## config.mk

```make
export PLATFORM = sky130hd
export DESIGN_NAME = midpoint_circle_point_generator_unit
export DESIGN_NICKNAME = d
export VERILOG_FILES = /design/src/mcpg_pkg.sv /design/src/midpoint_circle_point_generator_unit.sv /design/src/mcpg_front.sv /design/src/mcpg_queue.sv /design/src/mcpg_back.sv
export SDC_FILE = /design/constraint.sdc
export NUM_CORES = 1
export LEC_CHECK = 0
export BUFFER_PORTS_ARGS = -buffer_cell sky130_fd_sc_hd__buf_2
export CAP_MARGIN = 10
export CORE_AREA = 10 10 260 237
export DETAILED_ROUTE_END_ITERATION = 10
export DIE_AREA = 0 0 270 247
export GPL_TIMING_DRIVEN = 1
export PLACE_DENSITY = 0.5
export SYNTH_ARGS = -nofsm -noshare
export SYNTH_HDL_FRONTEND = slang
export SYNTH_SLANG_ARGS = --single-unit
```

## constraint.sdc

```tcl
create_clock -name clk_i -period 4.2 [get_ports clk_i]
set_clock_uncertainty 0.05 [all_clocks]
set_input_delay 0.21 -clock clk_i [delete_from_list [all_inputs] [get_ports clk_i]]
set_output_delay 0.21 -clock clk_i [all_outputs]
set_load 0.05 [all_outputs]
```

## src/mcpg_pkg.sv

```systemverilog
`timescale 1ns / 1ps
// ----------------------------------------------------------------------------
// Midpoint circle generator package
// Shared codes, control types and the octant mapping table.
// ----------------------------------------------------------------------------
package mcpg_pkg;

  // Input item function codes.
  typedef enum logic {
    FUNC_LOAD = 1'b0,
    FUNC_STEP = 1'b1
  } func_e;

  // Kind of work handed from the front end to the back end.
  typedef enum logic {
    CMD_IDLE   = 1'b0,
    CMD_POINTS = 1'b1
  } cmd_kind_e;

  // Control group that travels with each queued command.
  typedef struct packed {
    cmd_kind_e kind;
    logic      fin;
  } cmd_ctrl_t;

  // How one octant is formed from the (x, y) offsets.
  typedef struct packed {
    logic swap;
    logic neg_x;
    logic neg_y;
  } oct_map_t;

  localparam int unsigned OCT_W    = 3;
  localparam logic [OCT_W-1:0] OCT_FIRST = 3'd0;
  localparam logic [OCT_W-1:0] OCT_LAST  = 3'd7;

  // Decision term constants.
  localparam int DEC_INIT_BIAS = 1;
  localparam int DEC_ADD_E     = 3;
  localparam int DEC_ADD_SE    = 5;

  // Octant order: (x,y) (y,x) (-y,x) (-x,y) (-x,-y) (-y,-x) (x,-y) (y,-x).
  function automatic oct_map_t oct_map(input logic [OCT_W-1:0] oct);
    oct_map_t m;
    unique case (oct)
      3'd0:    m = '{swap: 1'b0, neg_x: 1'b0, neg_y: 1'b0};
      3'd1:    m = '{swap: 1'b1, neg_x: 1'b0, neg_y: 1'b0};
      3'd2:    m = '{swap: 1'b1, neg_x: 1'b1, neg_y: 1'b0};
      3'd3:    m = '{swap: 1'b0, neg_x: 1'b1, neg_y: 1'b0};
      3'd4:    m = '{swap: 1'b0, neg_x: 1'b1, neg_y: 1'b1};
      3'd5:    m = '{swap: 1'b1, neg_x: 1'b1, neg_y: 1'b1};
      3'd6:    m = '{swap: 1'b0, neg_x: 1'b0, neg_y: 1'b1};
      default: m = '{swap: 1'b1, neg_x: 1'b0, neg_y: 1'b1};
    endcase
    return m;
  endfunction

endpackage

```

## src/midpoint_circle_point_generator_unit.sv

```systemverilog
`timescale 1ns / 1ps
// ----------------------------------------------------------------------------
// Midpoint circle point generator
// Rasterises circles by the midpoint method with eight-way symmetry.
// ----------------------------------------------------------------------------
// A load beat (func 0) stores a centre and radius and gives no result. A step
// beat (func 1) yields eight result beats, one per octant, or a single result
// with no point when no circle is active. Results leave at one beat per clock
// cycle, while the receiver is ready, from the back end's single output
// register; loads take no output time. The front end updates the decision
// term as a step is accepted and a two-entry command queue lets it accept
// further beats while earlier points are still leaving. The first result of
// a step passes through the command queue, the back end's command registers
// and its output register.
module midpoint_circle_point_generator_unit import mcpg_pkg::*; #(
  parameter int unsigned COORD_BITS  = 12,
  parameter int unsigned RADIUS_BITS = 10
) (
  input  logic                          clk_i,
  input  logic                          rst_ni,
  input  logic                          in_valid_i,
  output logic                          in_ready_o,
  input  logic                          func_i,
  input  logic signed [COORD_BITS-1:0]  center_x_i,
  input  logic signed [COORD_BITS-1:0]  center_y_i,
  input  logic        [RADIUS_BITS-1:0] radius_i,
  output logic                          out_valid_o,
  input  logic                          out_ready_i,
  output logic signed [COORD_BITS:0]    point_x_o,
  output logic signed [COORD_BITS:0]    point_y_o,
  output logic        [OCT_W-1:0]       octant_o,
  output logic                          point_valid_o,
  output logic                          last_of_step_o,
  output logic                          circle_done_o
);

  localparam int unsigned CTRL_W = $bits(cmd_ctrl_t);
  localparam int unsigned OFF_W  = RADIUS_BITS + 1;
  localparam int unsigned Y_W    = RADIUS_BITS + 2;
  localparam int unsigned CMD_W  = CTRL_W + 2 * COORD_BITS + OFF_W + Y_W;

  logic                         f_valid, f_ready, b_valid, b_ready;
  cmd_ctrl_t                    f_ctrl, b_ctrl;
  logic signed [COORD_BITS-1:0] f_cx, f_cy, b_cx, b_cy;
  logic        [OFF_W-1:0]      f_x, b_x;
  logic signed [Y_W-1:0]        f_y, b_y;
  logic        [CMD_W-1:0]      wr_data, rd_data;

  // Front end: circle state and classification.
  mcpg_front #(
    .COORD_BITS  (COORD_BITS),
    .RADIUS_BITS (RADIUS_BITS)
  ) u_front (
    .clk_i       (clk_i),
    .rst_ni      (rst_ni),
    .in_valid_i  (in_valid_i),
    .in_ready_o  (in_ready_o),
    .func_i      (func_i),
    .center_x_i  (center_x_i),
    .center_y_i  (center_y_i),
    .radius_i    (radius_i),
    .cmd_valid_o (f_valid),
    .cmd_ready_i (f_ready),
    .cmd_ctrl_o  (f_ctrl),
    .cmd_cx_o    (f_cx),
    .cmd_cy_o    (f_cy),
    .cmd_x_o     (f_x),
    .cmd_y_o     (f_y)
  );

  // Command queue between the two halves.
  assign wr_data = {f_ctrl, f_cx, f_cy, f_x, f_y};
  assign {b_ctrl, b_cx, b_cy, b_x, b_y} = rd_data;

  mcpg_queue #(
    .WIDTH (CMD_W)
  ) u_queue (
    .clk_i      (clk_i),
    .rst_ni     (rst_ni),
    .wr_valid_i (f_valid),
    .wr_ready_o (f_ready),
    .wr_data_i  (wr_data),
    .rd_valid_o (b_valid),
    .rd_ready_i (b_ready),
    .rd_data_o  (rd_data)
  );

  // Back end: octant expansion and result register.
  mcpg_back #(
    .COORD_BITS  (COORD_BITS),
    .RADIUS_BITS (RADIUS_BITS)
  ) u_back (
    .clk_i          (clk_i),
    .rst_ni         (rst_ni),
    .cmd_valid_i    (b_valid),
    .cmd_ready_o    (b_ready),
    .cmd_ctrl_i     (b_ctrl),
    .cmd_cx_i       (b_cx),
    .cmd_cy_i       (b_cy),
    .cmd_x_i        (b_x),
    .cmd_y_i        (b_y),
    .out_valid_o    (out_valid_o),
    .out_ready_i    (out_ready_i),
    .point_x_o      (point_x_o),
    .point_y_o      (point_y_o),
    .octant_o       (octant_o),
    .point_valid_o  (point_valid_o),
    .last_of_step_o (last_of_step_o),
    .circle_done_o  (circle_done_o)
  );

endmodule

```

## src/mcpg_front.sv

```systemverilog
`timescale 1ns / 1ps
// ----------------------------------------------------------------------------
// Midpoint circle front end
// Accepts input beats, holds the circle state and advances the decision term.
// Each step beat is turned into one command for the back end.
// ----------------------------------------------------------------------------
module mcpg_front import mcpg_pkg::*; #(
  parameter int unsigned COORD_BITS  = 12,
  parameter int unsigned RADIUS_BITS = 10
) (
  input  logic                          clk_i,
  input  logic                          rst_ni,
  input  logic                          in_valid_i,
  output logic                          in_ready_o,
  input  logic                          func_i,
  input  logic signed [COORD_BITS-1:0]  center_x_i,
  input  logic signed [COORD_BITS-1:0]  center_y_i,
  input  logic        [RADIUS_BITS-1:0] radius_i,
  output logic                          cmd_valid_o,
  input  logic                          cmd_ready_i,
  output cmd_ctrl_t                     cmd_ctrl_o,
  output logic signed [COORD_BITS-1:0]  cmd_cx_o,
  output logic signed [COORD_BITS-1:0]  cmd_cy_o,
  output logic        [RADIUS_BITS:0]   cmd_x_o,
  output logic signed [RADIUS_BITS+1:0] cmd_y_o
);

  localparam int unsigned OFF_W = RADIUS_BITS + 1;
  localparam int unsigned Y_W   = RADIUS_BITS + 2;
  localparam int unsigned DEC_W = RADIUS_BITS + 4;

  logic signed [COORD_BITS-1:0] cx_q, cy_q;
  logic        [OFF_W-1:0]      x_q, x_d;
  logic signed [Y_W-1:0]        y_q, y_d;
  logic signed [DEC_W-1:0]      dec_q, dec_d, dec_init;
  logic                         active_q;
  logic                         accept, is_step, fin;
  logic        [DEC_W-1:0]      x_ext, y_ext, diff;

  // Loads never need the queue, but keep ready simple and payload independent.
  assign in_ready_o  = cmd_ready_i;
  assign is_step     = (func_i == FUNC_STEP);
  assign accept      = in_valid_i && in_ready_o;
  assign cmd_valid_o = in_valid_i && is_step;

  // Decision update on the old offsets.
  assign x_ext = {{(DEC_W-OFF_W){1'b0}}, x_q};
  assign y_ext = {{(DEC_W-Y_W){y_q[Y_W-1]}}, y_q};
  assign diff  = x_ext - y_ext;

  always_comb begin
    x_d = x_q + OFF_W'(1);
    if (dec_q[DEC_W-1]) begin
      dec_d = dec_q + $signed({x_ext[DEC_W-2:0], 1'b0}) + DEC_W'(DEC_ADD_E);
      y_d   = y_q;
    end else begin
      dec_d = dec_q + $signed({diff[DEC_W-2:0], 1'b0}) + DEC_W'(DEC_ADD_SE);
      y_d   = y_q - Y_W'(1);
    end
  end

  assign fin      = $signed({1'b0, x_d}) > y_d;
  assign dec_init = DEC_W'(DEC_INIT_BIAS) - {{(DEC_W-RADIUS_BITS){1'b0}}, radius_i};

  // Command contents: the offsets before this step.
  assign cmd_ctrl_o.kind = active_q ? CMD_POINTS : CMD_IDLE;
  assign cmd_ctrl_o.fin  = active_q ? fin : 1'b1;
  assign cmd_cx_o        = cx_q;
  assign cmd_cy_o        = cy_q;
  assign cmd_x_o         = x_q;
  assign cmd_y_o         = y_q;

  // Circle state.
  always_ff @(posedge clk_i or negedge rst_ni) begin
    if (!rst_ni) begin
      cx_q     <= '0;
      cy_q     <= '0;
      x_q      <= '0;
      y_q      <= '0;
      dec_q    <= '0;
      active_q <= 1'b0;
    end else if (accept) begin
      if (!is_step) begin
        cx_q     <= center_x_i;
        cy_q     <= center_y_i;
        x_q      <= '0;
        y_q      <= $signed({2'b00, radius_i});
        dec_q    <= dec_init;
        active_q <= 1'b1;
      end else if (active_q) begin
        x_q   <= x_d;
        y_q   <= y_d;
        dec_q <= dec_d;
        if (fin) begin
          active_q <= 1'b0;
        end
      end
    end
  end

endmodule

```

## src/mcpg_queue.sv

```systemverilog
`timescale 1ns / 1ps
// ----------------------------------------------------------------------------
// Midpoint circle command queue
// Two-entry queue between the front end and the back end.
// ----------------------------------------------------------------------------
module mcpg_queue #(
  parameter int unsigned WIDTH = 32
) (
  input  logic             clk_i,
  input  logic             rst_ni,
  input  logic             wr_valid_i,
  output logic             wr_ready_o,
  input  logic [WIDTH-1:0] wr_data_i,
  output logic             rd_valid_o,
  input  logic             rd_ready_i,
  output logic [WIDTH-1:0] rd_data_o
);

  localparam int unsigned DEPTH = 2;
  localparam int unsigned PTR_W = $clog2(DEPTH);
  localparam int unsigned CNT_W = $clog2(DEPTH + 1);

  logic [WIDTH-1:0] mem_q [DEPTH];
  logic [PTR_W-1:0] wr_ptr_q, rd_ptr_q;
  logic [CNT_W-1:0] count_q;
  logic             push, pop;

  assign wr_ready_o = (count_q != CNT_W'(DEPTH));
  assign rd_valid_o = (count_q != '0);
  assign rd_data_o  = mem_q[rd_ptr_q];
  assign push       = wr_valid_i && wr_ready_o;
  assign pop        = rd_valid_o && rd_ready_i;

  // Storage.
  always_ff @(posedge clk_i) begin
    if (push) begin
      mem_q[wr_ptr_q] <= wr_data_i;
    end
  end

  // Pointers and fill count.
  always_ff @(posedge clk_i or negedge rst_ni) begin
    if (!rst_ni) begin
      wr_ptr_q <= '0;
      rd_ptr_q <= '0;
      count_q  <= '0;
    end else begin
      if (push) begin
        wr_ptr_q <= wr_ptr_q + PTR_W'(1);
      end
      if (pop) begin
        rd_ptr_q <= rd_ptr_q + PTR_W'(1);
      end
      if (push && !pop) begin
        count_q <= count_q + CNT_W'(1);
      end else if (pop && !push) begin
        count_q <= count_q - CNT_W'(1);
      end
    end
  end

`ifndef SYNTHESIS
  a_count_bound: assert property (@(posedge clk_i) disable iff (!rst_ni)
    count_q <= CNT_W'(DEPTH))
    else $error("queue fill count beyond depth");

  a_push_only_grows: assert property (@(posedge clk_i) disable iff (!rst_ni)
    push && !pop |=> count_q == $past(count_q) + CNT_W'(1))
    else $error("queue count did not grow on a lone push");
`endif

endmodule

```

## src/mcpg_back.sv

```systemverilog
`timescale 1ns / 1ps
// ----------------------------------------------------------------------------
// Midpoint circle back end
// Expands each command into its eight octant points, one result beat a cycle
// unless stalled, or a single idle result, via a registered output stage.
// ----------------------------------------------------------------------------
module mcpg_back import mcpg_pkg::*; #(
  parameter int unsigned COORD_BITS  = 12,
  parameter int unsigned RADIUS_BITS = 10
) (
  input  logic                          clk_i,
  input  logic                          rst_ni,
  input  logic                          cmd_valid_i,
  output logic                          cmd_ready_o,
  input  cmd_ctrl_t                     cmd_ctrl_i,
  input  logic signed [COORD_BITS-1:0]  cmd_cx_i,
  input  logic signed [COORD_BITS-1:0]  cmd_cy_i,
  input  logic        [RADIUS_BITS:0]   cmd_x_i,
  input  logic signed [RADIUS_BITS+1:0] cmd_y_i,
  output logic                          out_valid_o,
  input  logic                          out_ready_i,
  output logic signed [COORD_BITS:0]    point_x_o,
  output logic signed [COORD_BITS:0]    point_y_o,
  output logic        [OCT_W-1:0]       octant_o,
  output logic                          point_valid_o,
  output logic                          last_of_step_o,
  output logic                          circle_done_o
);

  localparam int unsigned OFF_W = RADIUS_BITS + 1;
  localparam int unsigned Y_W   = RADIUS_BITS + 2;
  localparam int unsigned PT_W  = COORD_BITS + 1;
  localparam int unsigned SUM_W = ((COORD_BITS > Y_W) ? COORD_BITS : Y_W) + 1;

  // Command being expanded.
  logic                         busy_q;
  cmd_ctrl_t                    ctrl_q;
  logic signed [COORD_BITS-1:0] cx_q, cy_q;
  logic        [OFF_W-1:0]      x_q;
  logic signed [Y_W-1:0]        y_q;
  logic        [OCT_W-1:0]      oct_q;

  // Output register.
  logic                         out_valid_q;
  logic signed [PT_W-1:0]       px_q, py_q;
  logic        [OCT_W-1:0]      oct_out_q;
  logic                         pvalid_q, last_q, done_q;

  logic                         adv, last_now, take;
  oct_map_t                     map;
  logic signed [SUM_W-1:0]      cx_e, cy_e, x_e, y_e, mag_x, mag_y, off_x, off_y;
  logic signed [SUM_W-1:0]      sum_x, sum_y;

  assign adv         = busy_q && (!out_valid_q || out_ready_i);
  assign last_now    = (ctrl_q.kind == CMD_IDLE) || (oct_q == OCT_LAST);
  assign cmd_ready_o = !busy_q || (adv && last_now);
  assign take        = cmd_valid_i && cmd_ready_o;

  // Point of the current octant.
  assign map   = oct_map(oct_q);
  assign cx_e  = {{(SUM_W-COORD_BITS){cx_q[COORD_BITS-1]}}, cx_q};
  assign cy_e  = {{(SUM_W-COORD_BITS){cy_q[COORD_BITS-1]}}, cy_q};
  assign x_e   = $signed({{(SUM_W-OFF_W){1'b0}}, x_q});
  assign y_e   = {{(SUM_W-Y_W){y_q[Y_W-1]}}, y_q};
  assign mag_x = map.swap ? y_e : x_e;
  assign mag_y = map.swap ? x_e : y_e;
  assign off_x = map.neg_x ? -mag_x : mag_x;
  assign off_y = map.neg_y ? -mag_y : mag_y;
  assign sum_x = cx_e + off_x;
  assign sum_y = cy_e + off_y;

  // Control: command occupancy, octant count and output valid.
  always_ff @(posedge clk_i or negedge rst_ni) begin
    if (!rst_ni) begin
      busy_q      <= 1'b0;
      oct_q       <= OCT_FIRST;
      out_valid_q <= 1'b0;
    end else begin
      if (adv) begin
        out_valid_q <= 1'b1;
      end else if (out_ready_i) begin
        out_valid_q <= 1'b0;
      end
      if (take) begin
        busy_q <= 1'b1;
        oct_q  <= OCT_FIRST;
      end else if (adv) begin
        if (last_now) begin
          busy_q <= 1'b0;
          oct_q  <= OCT_FIRST;
        end else begin
          oct_q <= oct_q + OCT_W'(1);
        end
      end
    end
  end

  // Command payload.
  always_ff @(posedge clk_i) begin
    if (take) begin
      ctrl_q <= cmd_ctrl_i;
      cx_q   <= cmd_cx_i;
      cy_q   <= cmd_cy_i;
      x_q    <= cmd_x_i;
      y_q    <= cmd_y_i;
    end
  end

  // Result payload.
  always_ff @(posedge clk_i) begin
    if (adv) begin
      if (ctrl_q.kind == CMD_IDLE) begin
        px_q      <= '0;
        py_q      <= '0;
        oct_out_q <= OCT_FIRST;
        pvalid_q  <= 1'b0;
        last_q    <= 1'b1;
        done_q    <= 1'b1;
      end else begin
        px_q      <= sum_x[PT_W-1:0];
        py_q      <= sum_y[PT_W-1:0];
        oct_out_q <= oct_q;
        pvalid_q  <= 1'b1;
        last_q    <= last_now;
        done_q    <= last_now && ctrl_q.fin;
      end
    end
  end

  assign out_valid_o    = out_valid_q;
  assign point_x_o      = px_q;
  assign point_y_o      = py_q;
  assign octant_o       = oct_out_q;
  assign point_valid_o  = pvalid_q;
  assign last_of_step_o = last_q;
  assign circle_done_o  = done_q;

`ifndef SYNTHESIS
  a_idle_result_shape: assert property (@(posedge clk_i) disable iff (!rst_ni)
    out_valid_o && !point_valid_o |-> last_of_step_o && circle_done_o)
    else $error("idle result must be last and done");

  a_done_is_last: assert property (@(posedge clk_i) disable iff (!rst_ni)
    out_valid_o && circle_done_o |-> last_of_step_o)
    else $error("done flagged on a beat that is not last");

  a_last_point_octant: assert property (@(posedge clk_i) disable iff (!rst_ni)
    out_valid_o && point_valid_o && last_of_step_o |-> octant_o == OCT_LAST)
    else $error("last point of a step is not the final octant");

  a_idle_counter_clear: assert property (@(posedge clk_i) disable iff (!rst_ni)
    !busy_q |-> oct_q == OCT_FIRST)
    else $error("octant counter not cleared while no command is held");
`endif

endmodule

```

# After elaboration in Yosys (flattened, before gate mapping)
# Memories as Yosys holds them, arrays and structs flattened. A register that Yosys moved wholly into a read port is not among the register bits.
# Cells that the tools add are included.
word_totals:
  register_bits: 103
  ramBits: 98
  out_inout_bits: 34
  n_memories: 1
memory_table:
  columns: ["name", "depth", "width", "rd", "rd_ports_with_merged_regs", "wr", "line", "source"]
  rows:
  - ["u_queue.mem_q", 2, 49, 1, 1, 1, "mcpg_queue.sv:23", "logic [WIDTH-1:0] mem_q [DEPTH];"]
op_classes:
  addsub: 17
  magnitude_cmp: 1
  eq_ne: 9
  mux: 31
  n_bitwise: 2
  n_reduce_logical: 25
op_table:
  columns: ["op", "n"]
  rows:
  - ["2-to-1 mux 13 bit", 4]
  - ["2-to-1 mux 14 bit", 3]
  - ["2-to-1 mux 12 bit", 3]
  - ["adder 12 x 13 -> 13 bit", 2]
  - ["negator 13 bit", 2]
  - ["2-to-1 mux 11 bit", 2]
  - ["case mux 3 bit (7 select lines)", 1]
  - ["adder 14 x 13 -> 14 bit", 1]
  - ["adder 14 bit", 1]
  - ["adder 14 x 3 -> 14 bit (second input constant)", 1]
  - ["adder 14 x 4 -> 14 bit (second input constant)", 1]
  - ["2-to-1 mux 1 bit", 13]
  - ["subtractor 12 x 12 -> 13 bit", 1]
  - ["== test 3 bit (second input constant)", 4]
  - ["greater-than comparator 12 bit", 1]
  - ["subtractor 12 x 2 -> 12 bit (second input constant)", 1]
  - ["adder 11 x 1 -> 11 bit (second input constant)", 1]
  - ["subtractor 1 x 10 -> 11 bit (first input constant)", 1]
  - ["nonzero test 2 bit", 5]
  - ["logical AND 1 bit", 9]
  - ["2-to-1 mux 3 bit", 3]
  - ["== test 3 x 2 -> 1 bit (second input constant)", 2]
  - ["AND reduction 2 bit", 3]
  - ["zero test 1 bit", 4]
  - ["11 further kinds", 16]

# Longest topological paths before layout
# Gate-level depths: netlist of run 1.
logic_depth:
  ltp_word: 9
  ltp_mapped: 19
  mapped_depth_nobuf: 18

# Modules after synthesis
# A second synthesis of run 1 with hierarchy kept.
unflattened:
  hier_cells: 1195
  area_unflattened_um2: 14386.3
modules_own_cells:
  columns: ["module", "n_inst", "cells_per_inst", "area_per_inst_um2", "seq_area_each_um2"]
  rows:
  - ["mcpg_front", 1, 592, 5347.6, 1551.5]
  - ["mcpg_back", 1, 432, 5054.8, 2557.5]
  - ["mcpg_queue", 1, 171, 3983.8, 3042.9]

# Worst setup path after synthesis of run 1
# Ideal clock, no wire load.
synth_timing:
  path_type: "reg2reg"
  startpoint: "reg u_back.oct_q[1]"
  endpoint: "reg u_back.py_q[12], in the netlist u_back.point_y_o[12], data pin"
  arrival_time_ns: 4.042
  t_required_ns: 4.010
  slack_ns: -0.031
  stages_incl_launch_ff: 20
  path_buffers: 3
  cell_sequence: "dfrtp_1 inv_1 ha_1 nor2_1 a211o_1 buf_2 buf_2 buf_2 mux2i_1 ha_1 nand2_1 o21ai_1 fa_1 a21o_1 a21oi_1 a21oi_1 o41ai_2 o21ai_1 xor3_1 nor2b_1"
synth_via:
  elab_chain_len: 6
  word_cells_on_any_way: 12
  classes_between: "2 x add/sub; 6 x eq/ne; 3 x mux; 1 x reduce/logical"
synth_lines:
  columns: ["element", "line", "source"]
  rows:
  - ["from (decl)", "mcpg_back.sv:41", "logic [OCT_W-1:0] oct_q;"]
  - ["from (signal assigned)", "mcpg_back.sv:92", "oct_q <= oct_q + OCT_W'(1);"]
  - ["== test 3 bit, or another cell as far along", "mcpg_pkg.sv:45", "unique case (oct)"]
  - ["case mux 3 bit (7 select lines) *", "mcpg_pkg.sv:45", null]
  - ["2-to-1 mux 13 bit", "mcpg_back.sv:66", "assign mag_y = map.swap ? x_e : y_e;"]
  - ["negator 13 bit", "mcpg_back.sv:68", "assign off_y = map.neg_y ? -mag_y : mag_y;"]
  - ["2-to-1 mux 13 bit *", "mcpg_back.sv:68", null]
  - ["adder 12 x 13 -> 13 bit *", "mcpg_back.sv:70", "assign sum_y = cy_e + off_y;"]
  - ["to (signal assigned)", "mcpg_back.sv:121", "py_q <= sum_y[PT_W-1:0];"]
  - ["to (decl)", "mcpg_back.sv:45", "logic signed [PT_W-1:0] px_q, py_q;"]
# Every way passes the cells marked *; elsewhere a longest branch is shown, timed or not.
# A chain may end at the register's enable or synchronous reset.

# Worst setup path in the final report of run 1
layout_timing:
  startpoint: "reg u_back.oct_q[0]"
  endpoint: "reg u_back.py_q[12], in the netlist u_back.point_y_o[12], data pin"
# Same word-level chain as after synthesis.

==> impl_results.rst, run 1 <==
.. list-table::
   :header-rows: 1

   * - Metric
     - Value
   * - Outcome
     - complete, no violations
   * - Final core area utilization
     - 30.0%
   * - IR Drop Worst-Case VDD
     - 0.374 mV
   * - MaxCap Viol Count
     - 0
   * - Worst reg2reg path depth
     - 17
   * - Commonest cells after routing, fill and taps aside
     - edfxtp_1 (179), ha_1 (102), nand2_1 (79)
   * - Total number of H-tree levels
     - 1
   * - Top fanout value on the critical path
     - 4
   * - Number of port buffers
     - 72
   * - Maximum count of clock buffers along a single path
     - 3
   * - Fin Setup TNS
     - 0 ns
   * - Overall die height
     - 247 um
   * - Capturing element type of the critical path
     - flop
   * - Maximum frequency from static timing analysis
     - 248 MHz
   * - Number of placement rows
     - 83
   * - Net count after synthesis
     - 1309
   * - Initial core utilization
     - 24.6%
   * - Buffer cell driving the clock tree root
     - clkbuf_16
   * - Clock Sinks
     - 250
   * - Setup slack, reg-to-reg
     - 0.17 ns
   * - Final weighted congestion in routability-driven placement
     - 0.853
   * - Diode count
     - 0
   * - Clock latency at the later pin of the worst-skew pair
     - 0.56 ns
   * - Startpoint of the worst register-to-register path
     - u_back.oct_q[0]
   * - Endpoints failing hold
     - 0
   * - TritonCTS clock tree
     - done
   * - LEAKAGE
     - 6.66 nW
   * - Data required time of the critical path
     - 4.57 ns
   * - Minimum hold slack
     - 0.0946 ns
   * - Number of enable flip-flop cells after synthesis
     - 179
   * - Total CTS buffers
     - 29
   * - Post-synthesis cell area
     - 0.0139 mm^2
   * - Initial antenna violation count
     - 0
   * - Number of warnings issued by yosys
     - 0
   * - Commonest non-fill, non-tap cell in the layout
     - edfxtp_1
   * - Top_reg_cell synth
     - edfxtp_1
   * - Area of the die
     - 0.0667 mm^2
   * - Biggest area contributors in the synthesized netlist
     - edfxtp_1 (39%), dfrtp_1 (13%), ha_1 (9.5%), mux2_2 (6.2%), xnor2_1 (3.7%)
   * - Ratio of cells with drive above 1 in the final layout
     - 21.6%
   * - Top-level port count
     - 73
   * - Slew Limit Fails
     - 0
   * - Worst slew margin relative to its limit
     - 26.7%
   * - Top cell type's share of synthesized area
     - 38.7%
   * - CP Data Arrival Time
     - 4.39 ns
   * - Post-CTS clock slew at the launch and capture registers of the worst setup and hold paths
     - 0.06 ns
   * - Detailed Route Iter0 Violations
     - 530
   * - Net count, final
     - 1453
   * - Endpoint of the most critical setup path
     - u_back.point_y_o[12]
   * - Via density
     - 4.48
   * - Number of distinct library cell variants in the gate-level netlist after synthesis
     - 75
   * - DRC violation count after routing
     - 0
   * - First-pass iteration count of the detailed router
     - 5
   * - Final clock period utilization by the worst path
     - 95.9%
   * - WL final
     - 35.0 mm
   * - Area of the placeable core
     - 0.0564 mm^2
   * - Async set-or-reset flop fraction in the synthesized netlist
     - 28.4%
   * - Number of nets still failing antenna checks after routing
     - 0
   * - Worst Max-Slew Pin Slew
     - 1.10 ns
   * - Synthesized area per cell
     - 12.0 um^2
   * - Global routing usage summed across all routing layers
     - 10.2%
   * - Endpoint of the worst-slack reg-to-reg timing path
     - u_back.point_y_o[12]
   * - Final min period
     - 4.03 ns
   * - GRT Residual Overflow
     - 0
   * - Pin count of the biggest net entering global routing
     - 52
   * - Width of the chip
     - 270 um
   * - Estimated wirelength of the detail-placed design
     - 25.6 mm
   * - Startpoint types
     - flop
   * - Layout overhead on the synthesized area
     - 21.6%
   * - Largest area contributor in the synthesized netlist
     - edfxtp_1
   * - Average wire length per cell after detail routing
     - 16.7 um
   * - Flop and latch count out of synthesis
     - 250
   * - Hold Path Class
     - input port to flop
   * - Overall via count from detail_route
     - 9376
   * - Vias in the first global route
     - 9520
   * - Synth Instances
     - 1159
   * - Unrepaired setup endpoints after global routing
     - true
   * - Share of the yosys chip area belonging to registers
     - 51.5%
   * - Power Density
     - 930 mW/mm^2
   * - Setup CP Type
     - flop to flop
   * - Beginning of the critical path
     - u_back.oct_q[0]
   * - First-pass GRT wire length
     - 54.9 mm
   * - Final setup violation count
     - 0
[worst min path at each step]
| stage | startpoint | to | cells after the start | slack (ns) |
|---|---|---|---|---|
| floorplan | rst_ni | u_back.busy_q | 0 | -0.14 |
| detailed placement | rst_ni | u_front.cmd_cy_o[4] | 1 | 0.26 |
| finish | radius_i[0] | u_front.cmd_y_o[0] | 4 | 0.09 |
| CTS | radius_i[0] | u_front.cmd_y_o[0] | 4 | 0.07 |
| global route | radius_i[0] | u_front.cmd_y_o[0] | 4 | 0.10 |
| global placement | rst_ni | u_front.cmd_cy_o[4] | 1 | 0.26 |
[critical path, stage by stage, from the launching register on]
cell	delay (ns)
dfrtp_1	0.41
inv_1	0.11
ha_2	0.24
nor2_4	0.07
a211o_4	0.36
mux2i_2	0.22
ha_1	0.26
nand2_1	0.05
o21ai_1	0.13
fa_1	0.45
a21o_1	0.18
a21oi_2	0.16
a21oi_1	0.12
o41ai_2	0.31
buf_4	0.18
o21ai_1	0.09
xor3_1	0.36
nor2b_1	0.12
[area by class of cell]
cell class / instances / area (um^2)
inverters: 44 / 165
multi-input cells: 830 / 6590
flip-flops and latches: 250 / 7160
fillers: 5743 / 39500
clock buffers: 32 / 737
well taps: 765 / 957
clock inverters: 22 / 262
repair buffers: 148 / 1030
[cell families after synthesis]
kind of cell,share of synthesized area [%]
adder cells (fa/ha/maj),10.3
AND/OR/NAND/NOR,10.0
buffers and inverters,2.25
flip-flops,51.5
AO/OA/AOI/OAI,11.1
multiplexers,8.10
XOR/XNOR,6.76
[state kept, by name, indices dropped and copies added, names as in the netlist, 11 cells and up]
name and cells:
u_queue.mem_q 98, u_front.dec_q 14, u_back.point_x_o 13, u_back.point_y_o 13, u_back.cx_q 12, u_back.cy_q 12, u_back.y_q 12, u_front.cmd_cx_o 12
u_front.cmd_cy_o 12, u_front.cmd_y_o 12, u_back.x_q 11, u_front.cmd_x_o 11
[synthesized netlist by cell type (3+ instances only)]
master / count
nand2b_1: 8
a21o_1: 16
nor3_1: 15
clkbuf_1: 29
nand4_1: 7
o31ai_1: 6
and3_1: 6
ha_1: 106
mux2i_1: 27
a211oi_1: 13
mux2_2: 76
fa_1: 5
a22oi_1: 6
nand3_1: 16
a22o_1: 8
nor4_1: 4
xor2_1: 43
inv_1: 40
o21ai_0: 32
and2_1: 29
a21oi_1: 52
edfxtp_1: 179
nor2_1: 69
xnor2_1: 59
a311oi_1: 3
o211ai_1: 6
o21bai_1: 7
nand2_1: 79
nor2b_1: 16
or3_1: 8
o21ai_1: 31
buf_2: 4
o221ai_1: 5
inv_2: 4
a31oi_1: 11
o21a_1: 14
dfrtp_1: 71
[what timing repair did]
action,4_1_cts,5_1_grt
endpoints found under the hold margin,81,0
gates resized for setup,0,28
setup endpoints to repair,0,12
hold buffers,35,0
buffers inserted,0,8
[metal layers]
layer | global-route usage (%) | routed length [um] | share of wire (%) | up-vias
li1 | - | - | - | 4571
met2 | 16.6 | 16200 | 46 | 193
met3 | 1.63 | 1410 | 4.0 | 41
met1 | 14.0 | 16800 | 48 | 4571
met4 | 2.51 | 687 | 2.0 | 0
met5 | 0 | 0 | 0 | -
[where the power goes]
part / internal (W) / switching (W)
clock: 0.00158 / 0.00105
sequential: 0.00372 / 0.000546
combinational: 0.00388 / 0.00495
total: 0.00918 / 0.00654
[per-stage QoR]
| stage | total power, W | worst slack, ns | cell area (um^2) | std cells |
|---|---|---|---|---|
| after detailed placement | 0.0128 | 0.0911 | 15400 | 1995 |
| after global routing | 0.0170 | -0.0584 | 16900 | 2091 |
| final | 0.0157 | 0.171 | 16900 | 2091 |
| after global placement | 0.0127 | 0.203 | 15400 | 1995 |
| after CTS | 0.0156 | 0.0308 | 16700 | 2084 |
| after floorplan | 0.0107 | 0.00391 | 13900 | 1159 |
(Power assumes the default switching activity.)
==> inputs of run 2 (changes only) <==
Settings changed: CORE_AREA 10 10 260 237 to 10 10 247 249, DIE_AREA 0 0 270 247 to 0 0 257 259.
==> run 2 against run 1 <==
  * Worst hold slack barely moved
  * Setup slack better by 0.049 ns
  * Fmax rose by 1.2%
  * Clock power fell by 4%
  * Die area decreased by 0.19%
  * Cell area decreased by 0.64%
  * First-iteration DRC count is 6.0% higher
  * Sequential power about the same
  * Largest power group unchanged
==> impl_results.rst, run 2 (synthesis results as in run 1) <==
.. list-table::
   :header-rows: 1

   * - Metric
     - Value
   * - Startpoint of the worst register-to-register path
     - u_front.cmd_x_o[0]
   * - Final setup violation count
     - 0 (unchanged)
   * - Worst slew margin relative to its limit
     - 35.8% (+9.2 points)
   * - Data required time of the critical path
     - 4.61 ns (+0.04 ns)
   * - Vias in the first global route
     - 9413 (-1.1%)
   * - Final min period
     - 3.98 ns (-0.0494 ns)
   * - Setup slack, reg-to-reg
     - 0.22 ns (+0.05 ns)
   * - Total CTS buffers
     - 28 (-3.4%)
   * - Area of the die
     - 0.0666 mm^2 (-0.19%)
   * - Final weighted congestion in routability-driven placement
     - 0.818 (-4.2%)
   * - Ratio of cells with drive above 1 in the final layout
     - 20.0% (-1.5 points)
   * - TritonCTS clock tree
     - done
   * - Buffer cell driving the clock tree root
     - clkbuf_16
   * - Final core area utilization
     - 30.0% (+0.043 points)
   * - GRT Residual Overflow
     - 0 (unchanged)
   * - Top fanout value on the critical path
     - 6 (+2)
   * - Clock latency at the later pin of the worst-skew pair
     - 0.55 ns (about the same)
   * - Setup CP Type
     - flop to flop
   * - Registers with the highest flip-flop counts
     - u_queue.mem_q (98), u_front.dec_q (14)
   * - Endpoints failing hold
     - 0 (unchanged)
   * - Hold Path Class
     - input port to flop
   * - Commonest cells after routing, fill and taps aside
     - edfxtp_1 (179), ha_1 (105), nand2_1 (79)
   * - Power Density
     - 922 mW/mm^2 (-0.86%)
   * - Area of the placeable core
     - 0.0560 mm^2 (-0.78%)
   * - Maximum frequency from static timing analysis
     - 251 MHz (+1.2%)
   * - Source of the worst hold timing path
     - radius_i[0]
   * - Commonest non-fill, non-tap cell in the layout
     - edfxtp_1
   * - Overall die height
     - 259 um (+4.9%)
   * - Estimated wirelength of the detail-placed design
     - 25.5 mm (-0.36%)
   * - Highest metal layer with signal wires
     - met4
   * - Post-CTS clock slew at the launch and capture registers of the worst setup and hold paths
     - 0.07 ns (about the same)
   * - Startpoint types
     - flop
   * - First-pass GRT wire length
     - 54.8 mm (-0.25%)
   * - Pin count of the biggest net entering global routing
     - 43 (-17%)
   * - Width of the chip
     - 257 um (-4.8%)
   * - Slew Limit Fails
     - 0 (unchanged)
   * - Max reg flops
     - 98 (unchanged)
   * - DRC violation count after routing
     - 0 (unchanged)
   * - Minimum hold slack
     - 0.0950 ns (+0.000458 ns)
   * - Endpoint of the worst-slack reg-to-reg timing path
     - u_front.dec_q[13]
   * - LEAKAGE
     - 6.66 nW (about the same)
   * - First-pass iteration count of the detailed router
     - 5 (unchanged)
   * - Worst Max-Slew Pin Slew
     - 0.959 ns (-0.141 ns)
   * - Worst reg2reg path depth
     - 17 (unchanged)
   * - Net count, final
     - 1451 (-0.14%)
   * - Final clock period utilization by the worst path
     - 94.7% (-1.2 points)
   * - Initial antenna violation count
     - 0 (unchanged)
   * - Average wire length per cell after detail routing
     - 16.8 um (about the same)
   * - Maximum count of clock buffers along a single path
     - 3 (unchanged)
   * - Detailed Route Iter0 Violations
     - 562 (+6.0%)
   * - Top-level port count
     - 73 (unchanged)
   * - Number of placement rows
     - 87 (+4.8%)
   * - Detail Route met2 WL
     - 16.8 mm (+4.1%)
   * - Clock Sinks
     - 250 (unchanged)
   * - WL final
     - 34.8 mm (-0.50%)
   * - Number of port buffers
     - 72 (unchanged)
   * - Cell depth of the worst hold path
     - 4 (unchanged)
   * - Initial core utilization
     - 24.8% (+0.19 points)
   * - Overall via count from detail_route
     - 9320 (-0.60%)
   * - Capturing element type of the critical path
     - flop
   * - CP Data Arrival Time
     - 4.39 ns (about the same)
   * - Top register by number of flip-flops
     - u_queue.mem_q
   * - Via density
     - 4.48 (about the same)
   * - Number of nets still failing antenna checks after routing
     - 0 (unchanged)
   * - Met1 wire length
     - 16.1 mm (-3.7%)
   * - Metal3 WL
     - 1.20 mm (-15%)
   * - Total number of H-tree levels
     - 1 (unchanged)
   * - Layout overhead on the synthesized area
     - 20.8%
   * - Diode count
     - 0 (unchanged)
   * - Global routing usage summed across all routing layers
     - 10.3% (+0.059 points)
   * - MaxCap Viol Count
     - 0 (unchanged)
   * - Outcome
     - complete, no violations
   * - WHS Endpoint
     - u_front.cmd_y_o[0]
   * - IR Drop Worst-Case VDD
     - 0.352 mV (-5.9%)
[run 2: cell type report]
type	instances	area, um^2
clock buffer	39	793
clock inverter	13	159
fill	5687	39200
inverter	44	165
multi-input combinational	830	6540
sequential	250	7150
tap	756	946
timing repair buffer	147	1040
[run 2: repair_timing]
action                                 CTS  global route
resized for setup                        0            13
hold buffers                            35             0
buffers inserted                         0             2
setup endpoints to repair                0             6
endpoints found under the hold margin   70             0
[run 2: stage by stage]
stage / setup WS, ns / cell area (um^2) / setup TNS, ns / instances / total power (W)
2_1_floorplan: 0.00391 / 13900 / 0 / 1159 / 0.0107
3_3_place_gp: 0.163 / 15400 / 0 / 1990 / 0.0128
3_5_place_dp: 0.124 / 15400 / 0 / 1990 / 0.0129
4_1_cts: 0.102 / 16700 / 0 / 2077 / 0.0155
5_1_grt: -0.00632 / 16800 / -0.00632 / 2079 / 0.0167
6_report: 0.221 / 16800 / 0 / 2079 / 0.0155
[run 2: worst max path at each step]
| stage | start | endpoint | slack (ns) | depth (start not counted) |
|---|---|---|---|---|
| after floorplan | u_back.oct_q[0] | u_back.point_x_o[12] | 0.004 | 18 |
| after global placement | u_front.cmd_x_o[0] | u_front.dec_q[13] | 0.16 | 17 |
| after detailed placement | u_front.cmd_x_o[0] | u_front.dec_q[13] | 0.12 | 17 |
| after CTS | u_back.oct_q[1] | u_back.point_y_o[12] | 0.10 | 16 |
| after global routing | u_front.cmd_x_o[0] | u_front.dec_q[13] | -0.006 | 17 |
| final | u_front.cmd_x_o[0] | u_front.dec_q[13] | 0.22 | 17 |
[run 2: power by group]
| part | switching [W] | internal (W) |
|---|---|---|
| logic | 0.00485 | 0.00387 |
| clock network | 0.000975 | 0.00155 |
| registers | 0.000526 | 0.00371 |
[run 2: per-layer routing]
metal | GRT usage, % | up-vias
met3 | 1.59 | 40
met2 | 17.6 | 145
met5 | 0 | -
met1 | 13.4 | 4570
li1 | - | 4565
met4 | 2.38 | 0
[run 2: worst max-delay path, cell delays in order (launching register included)]
cell and delay [ns]:
dfrtp_1 0.38, inv_1 0.08, ha_1 0.17, inv_1 0.05
fa_2 0.35, a211o_1 0.38, a2111oi_4 0.39, o21bai_1 0.12
xor2_1 0.16, ha_1 0.32, ha_4 0.27, a21oi_1 0.14
nor2b_1 0.06, a311o_1 0.35, a21o_1 0.19, a21oi_1 0.16
xnor2_1 0.08, o31ai_1 0.19
